File: src/hdl/rwt_pkg.sv
// Shared types and codes for the retransmit window table.
`default_nettype none
package rwt_pkg;

    // Widths that cover a table of up to 256 entries.
    localparam int IDX_W = 8;
    localparam int CNT_W = 9;

    localparam logic [2:0] ACT_BEGIN = 3'd0;
    localparam logic [2:0] ACT_ADD   = 3'd1;
    localparam logic [2:0] ACT_ACK   = 3'd2;
    localparam logic [2:0] ACT_PURGE = 3'd3;
    localparam logic [2:0] ACT_FIND  = 3'd4;

    localparam logic [2:0] ST_OK       = 3'd0;
    localparam logic [2:0] ST_INVALID  = 3'd1;
    localparam logic [2:0] ST_RESOURCE = 3'd2;
    localparam logic [2:0] ST_EXISTS   = 3'd3;
    localparam logic [2:0] ST_STALE    = 3'd4;
    localparam logic [2:0] ST_NOTFOUND = 3'd5;

    localparam logic [1:0] DISP_ACCEPT = 2'd0;
    localparam logic [1:0] DISP_NACK   = 2'd1;

    localparam logic [1:0] CFG_ENTRY_LIMIT = 2'd0;
    localparam logic [1:0] CFG_BYTE_LIMIT  = 2'd1;
    localparam logic [1:0] CFG_AGE_LIMIT   = 2'd2;

    typedef enum logic [1:0] {
        OP_LOOKUP = 2'd0,
        OP_TRIM   = 2'd1,
        OP_PURGE  = 2'd2
    } op_t;

    // Token that walks the chain, one cell per cycle.
    typedef struct packed {
        logic              valid;
        op_t               op;
        logic [31:0]       src;
        logic [63:0]       seq;
        logic [63:0]       top;
        logic              has_hi;
        logic              accept;
        logic [63:0]       now;
        logic              hit;
        logic [15:0]       hit_len;
        logic [63:0]       hit_time;
        logic [CNT_W-1:0]  rcount;
        logic [31:0]       rbytes;
        logic              free_found;
        logic [IDX_W-1:0]  free_idx;
    } tok_t;

    // Broadcast write into one cell.
    typedef struct packed {
        logic             en;
        logic [IDX_W-1:0] idx;
        logic [31:0]      src;
        logic [63:0]      seq;
        logic [15:0]      len;
        logic [63:0]      tstamp;
    } wr_t;

endpackage
`default_nettype wire

File: src/hdl/rwt_cell.sv
// One table slot: holds an entry and updates the passing token.
`default_nettype none
module rwt_cell #(
    parameter int IDX = 0
) (
    input  wire logic          aclk,
    input  wire logic          aresetn,
    input  wire rwt_pkg::tok_t tok_i,
    output rwt_pkg::tok_t      tok_o,
    input  wire rwt_pkg::wr_t  wr_i,
    input  wire logic [39:0]   age_limit_i
);

    logic        valid_reg;
    logic [31:0] src_reg;
    logic [63:0] seq_reg;
    logic [15:0] len_reg;
    logic [63:0] time_reg;
    rwt_pkg::tok_t tok_reg, tok_next;
    logic drop;
    logic key_match;
    logic [63:0] age;

    assign key_match = valid_reg && (src_reg == tok_i.src) && (seq_reg == tok_i.seq);
    assign age = tok_i.now - time_reg;

    always_comb begin
        tok_next = tok_i;
        drop = 1'b0;
        if (tok_i.valid) begin
            unique case (tok_i.op)
                rwt_pkg::OP_LOOKUP: begin
                    if (key_match && !tok_i.hit) begin
                        tok_next.hit = 1'b1;
                        tok_next.hit_len = len_reg;
                        tok_next.hit_time = time_reg;
                    end
                    if (!valid_reg && !tok_i.free_found) begin
                        tok_next.free_found = 1'b1;
                        tok_next.free_idx = rwt_pkg::IDX_W'(IDX);
                    end
                end
                rwt_pkg::OP_TRIM: begin
                    drop = valid_reg && (src_reg == tok_i.src) &&
                           ((tok_i.has_hi && seq_reg <= tok_i.top) ||
                            (tok_i.accept && seq_reg == tok_i.seq && tok_i.seq > tok_i.top));
                end
                rwt_pkg::OP_PURGE: begin
                    drop = valid_reg && (tok_i.now >= time_reg) &&
                           (age > {24'd0, age_limit_i});
                end
                default: drop = 1'b0;
            endcase
            if (drop) begin
                tok_next.rcount = tok_i.rcount + 1'b1;
                tok_next.rbytes = tok_i.rbytes + {16'd0, len_reg};
            end
        end
    end

    always_ff @(posedge aclk) begin
        if (wr_i.en && wr_i.idx == rwt_pkg::IDX_W'(IDX)) begin
            src_reg  <= wr_i.src;
            seq_reg  <= wr_i.seq;
            len_reg  <= wr_i.len;
            time_reg <= wr_i.tstamp;
        end
        if (!aresetn) begin
            tok_reg   <= '0;
            valid_reg <= 1'b0;
        end else begin
            tok_reg <= tok_next;
            if (wr_i.en && wr_i.idx == rwt_pkg::IDX_W'(IDX)) begin
                valid_reg <= 1'b1;
            end else if (drop) begin
                valid_reg <= 1'b0;
            end
        end
    end

    assign tok_o = tok_reg;

endmodule
`default_nettype wire

File: config.mk
export PLATFORM = sky130hd
export DESIGN_NAME = rwt_cell
export DESIGN_NICKNAME = d
export VERILOG_FILES = /design/src/hdl/rwt_pkg.sv /design/src/hdl/rwt_cell.sv
export SDC_FILE = /design/constraint.sdc
export NUM_CORES = 1
export LEC_CHECK = 0
export ABC_AREA = 0
export BUFFER_PORTS_ARGS = -buffer_cell sky130_fd_sc_hd__buf_2
export CORE_AREA = 3 3 370 372
export CTS_CLUSTER_DIAMETER = 80
export DETAILED_ROUTE_END_ITERATION = 6
export DIE_AREA = 0 0 373 375
export HOLD_SLACK_MARGIN = 0.06
export SKIP_LAST_GASP = 1
export SYNTH_ARGS = -nofsm -noshare
export SYNTH_HDL_FRONTEND = slang
export SYNTH_SLANG_ARGS = --single-unit
File: constraint.sdc
create_clock -name aclk -period 23.2 [get_ports aclk]
set_input_delay 3.48 -clock aclk [delete_from_list [all_inputs] [get_ports aclk]]
set_output_delay 3.48 -clock aclk [all_outputs]
set_load 0.01 [all_outputs]
==> summary.md <==
| Metric | Value |
|---|---|
| Number of synthesized flops with an enable pin | about 180 |
| Htree depth | 3 |
| Clock skew | 52.8 ps |
| # setup viols final | 0 |
| Share of cells above drive strength 1 | 30.1% |
| Max reg flops | 360 |
| Slew at the pin closest to its max-slew limit | 1220 ps |
| CTS Root Cell | clkbuf_16 |
| I/O Pins | 947 |
| Post-synthesis compound-gate area fraction | around 11% |
| Placer congestion estimate | a little under 0.9 |
| GRT Util Overall | 19.1% |
| Hold slack | 516 ps |
| Post-synthesis net count | 3,528 |
| 1st-pass router iterations | 6 |
| Num rows | 134 |
| Finished Layout Cells | 5,489 |
| Dpl cells | 5,336 |
| Synth unique cells | 82 |
| Post-cts sizing count | 0 |
| Skew-Pair Late Insertion Delay | approximately 670 ps |
| Synth top area share | 27.0% |
| Adder-cell area share of the yosys netlist | 11.9% |
| FF-to-FF End | tok_o[46] |
| CTS clk-pin slew, worst paths | roughly 60 ps |
| Setup_tns | 0 ps |
| Core footprint | between 100,000 and 150,000 um2 |
| Layout area overhead | 34.2% |
| First-pass GRT wire length | about 190,000 um |
| Static Leakage | about 16 nW |
| Final wirelength | 139,000 um |
| WHS Path Cells | 2 |
| Required time of the critical path | 23,760 ps |
| Mux cell area share after synthesis | 3.89% |
| Main synth FF type | dfxtp_1 |
| Hold Crit Endpoint | tok_o[101] |
| Post-Syn Area | 26,800 um2 |
| Gate Count Post-Synth | 2,687 |
| Post-synthesis async set-or-reset flop share | 0% |
| DRC viols | 0 |
| Crit end category | flop |
| Vias in the first global route | about 25k |
| Pin count of the biggest net entering global routing | 122 |
| Reg-to-reg startpoint | time_reg[0] |
| Dpl hpwl | 117,000 um |
| XOR/XNOR Fraction of Synth Area | 5.26% |
| Nets | 4,481 |
| Syn. warnings | 0 |
| Number of synthesized register bits | around 540 |
| Largest family of logic cells by synthesized area | simple AND/OR/NAND/NOR gates |
| Crit-path max FO | 30 |
| Main area contributors after synthesis | dfxtp_1 27%, edfxtp_1 20%, ha_1 12%, and2_1 4.0%, mux2i_1 3.9% |
| Critical Path AT | approximately 10,000 ps |
| Simple-gate area share of the yosys netlist | 16.6% |
| Vias | 24.6k |
| Clk buf depth | 3 |
| PwrDens | 68.1 nW/um2 |
| HP Class | reg2reg |
| R2r setup slk | 16,080 ps |
| Port Buffers | 946 |
| Final Cycle Share | 41.8% |
| R2R depth | 24 |
| Die Span X | 373 um |
| Final hold violation count | 0 |
| CTS buffer count | 70 |
| Die area | 140,000 um2 |
| Most frequent cell after synthesis | dfxtp_1 |
| Initial antenna violation count | 76 |
| Post-route ant nets | 0 |
| Final min period | 9690 ps |
| Global route overflow | 0 |
| Initial Utilization | 20.0% |
| Post-synth top cells | 361 x dfxtp_1, 268 x nor2_1, 252 x ha_1, 206 x inv_1, 176 x edfxtp_1 |
| Worst vdd ir | between 0.00005 and 0.00006 V |
| RSZ-0062 raised after global routing | no |
| Achievable clock frequency | 0.103 GHz |
| Final total power | 2.45 mW |
| Post-layout util | 26.9% |
| Max_slew headroom | 18.6% |
| Status | finished clean |
| Hold Path Origin | time_reg[51] |
| Max-cap violations | 0 |
| Avg Synthesized Cell Area | 9.97 um2 |
| CTS tree | done |
| Postcts setup bufs | 0 |
| Hold buffers post-CTS | 0 |
| Synth area leader | dfxtp_1 |
| Drt initial violations | around 1.3k |
| Slew Limit Fails | 0 |
| Vias per cell | approximately 4.5 |
| Die Y | ~380 um |
| Wirelength per Cell | 25.3 um |
| Clock Sinks | 537 |
| Crit Path Category | in2reg |
| Sequential area share after synthesis | 46.7% |
| Worst setup SP type | primary input |
## placed cells by master (no fill, tap or decap), types with 11 or more instances in the layout
| master | synthesis | final |
|---|---|---|
| buf_2 | 18 | 945 |
| dfxtp_1 | 361 | 361 |
| nor2_1 | 268 | 266 |
| ha_1 | 252 | 252 |
| inv_1 | 206 | 205 |
| edfxtp_1 | 176 | 176 |
| and2_1 | 171 | 171 |
| nand2_1 | 156 | 156 |
| a21oi_1 | 152 | 151 |
| mux2i_1 | 104 | 104 |
| xor2_1 | 88 | 88 |
| nand4_1 | 80 | 80 |
| o21ai_0 | 80 | 80 |
| xnor2_1 | 73 | 73 |
| clkbuf_16 | 0 | 72 |
| nand3_1 | 56 | 56 |
| nor3_1 | 38 | 38 |
| nor4_1 | 33 | 32 |
| a21o_1 | 28 | 28 |
| o21a_1 | 28 | 28 |
| a211oi_1 | 25 | 25 |
| diode_2 | 0 | 24 |
| nand2b_1 | 19 | 19 |
| and3_1 | 17 | 17 |
| nor2b_1 | 17 | 17 |
| clkbuf_1 | 55 | 17 |
| o21bai_1 | 13 | 13 |
| o211ai_1 | 13 | 13 |
| a2111oi_2 | 11 | 11 |
| buf_4 | 1 | 11 |
## power by group
| group | switching, mW | internal, mW | total (mW) |
|---|---|---|---|
| Clock | 0.470 | 0.617 | 1.09 |
| Sequential | 0.00978 | 1.00 | 1.01 |
| Combinational | 0.209 | 0.137 | 0.346 |
| Total | 0.689 | 1.76 | 2.45 |
## routing by layer
| metal | track usage [%] | up-vias | share of wire (%) | routed length [um] |
|---|---|---|---|---|
| met5 | 0 | - | 0.26 | 359 |
| met4 | 6.38 | 54 | 3.8 | 5230 |
| met3 | 5.84 | 254 | 7.9 | 11000 |
| met2 | 34.9 | 1064 | 50 | 70100 |
| met1 | 20.8 | 11856 | 38 | 52300 |
| li1 | - | 11413 | - | - |
## final cells by class
cell class / count / area [um2]
tap: 1768 / 2210
inverter: 206 / 781
antenna: 24 / 60.1
sequential: 537 / 12500
multi-input combinational: 1866 / 13200
fill: 14406 / 97700
timing repair buffer: 959 / 4860
clock buffer: 95 / 1950
clock inverter: 34 / 370
## through the flow
stage | cell area [um2] | worst slack [ps]
after CTS | 35900 | 13680
after detailed placement | 33600 | 12980
after global placement | 33600 | 13050
final | 36000 | 13510
after floorplan | 26800 | 1480
after global routing | 35900 | 13280
## worst max-delay path, cell delays in order
cell       delay [ps]
buf_2             100
inv_1             130
ha_1              200
inv_1              60
fa_1              420
a211oi_1          390
o21bai_1          170
a211oi_1          660
o21a_1            220
nor2_1            150
a21oi_1           200
nand2_1            90
xor2_1            160
ha_1              320
and4_1            220
a221oi_1          460
and4b_1           260
o211ai_1          140
a2111oi_2         540
and4_4            310
nand4_2           160
nor3_4            260
buf_4             330
a21oi_4           340
nand4_1           280
mux2i_1           210
## cells by family after synthesis
kind of cell	Yosys count
compound gates	456
xor+xnor	161
fa+ha+maj	254
buf+inv	284
flops	537
mux	104
simple gates	891
## worst max path at each step
| stage | cells after the start | end | start | slack (ps) |
|---|---|---|---|---|
| final | 26 | tok_o[46] | tok_i[131] | 13510 |
| after floorplan | 1 | len_reg[0] | wr_i[176] | 1480 |
| after global routing | 27 | tok_o[46] | tok_i[131] | 13280 |
| after global placement | 26 | tok_o[46] | tok_i[131] | 13050 |
| after CTS | 26 | tok_o[46] | tok_i[131] | 13680 |
| after detailed placement | 26 | tok_o[46] | tok_i[131] | 12980 |
Note: power is estimated with default switching activity, not from simulation.
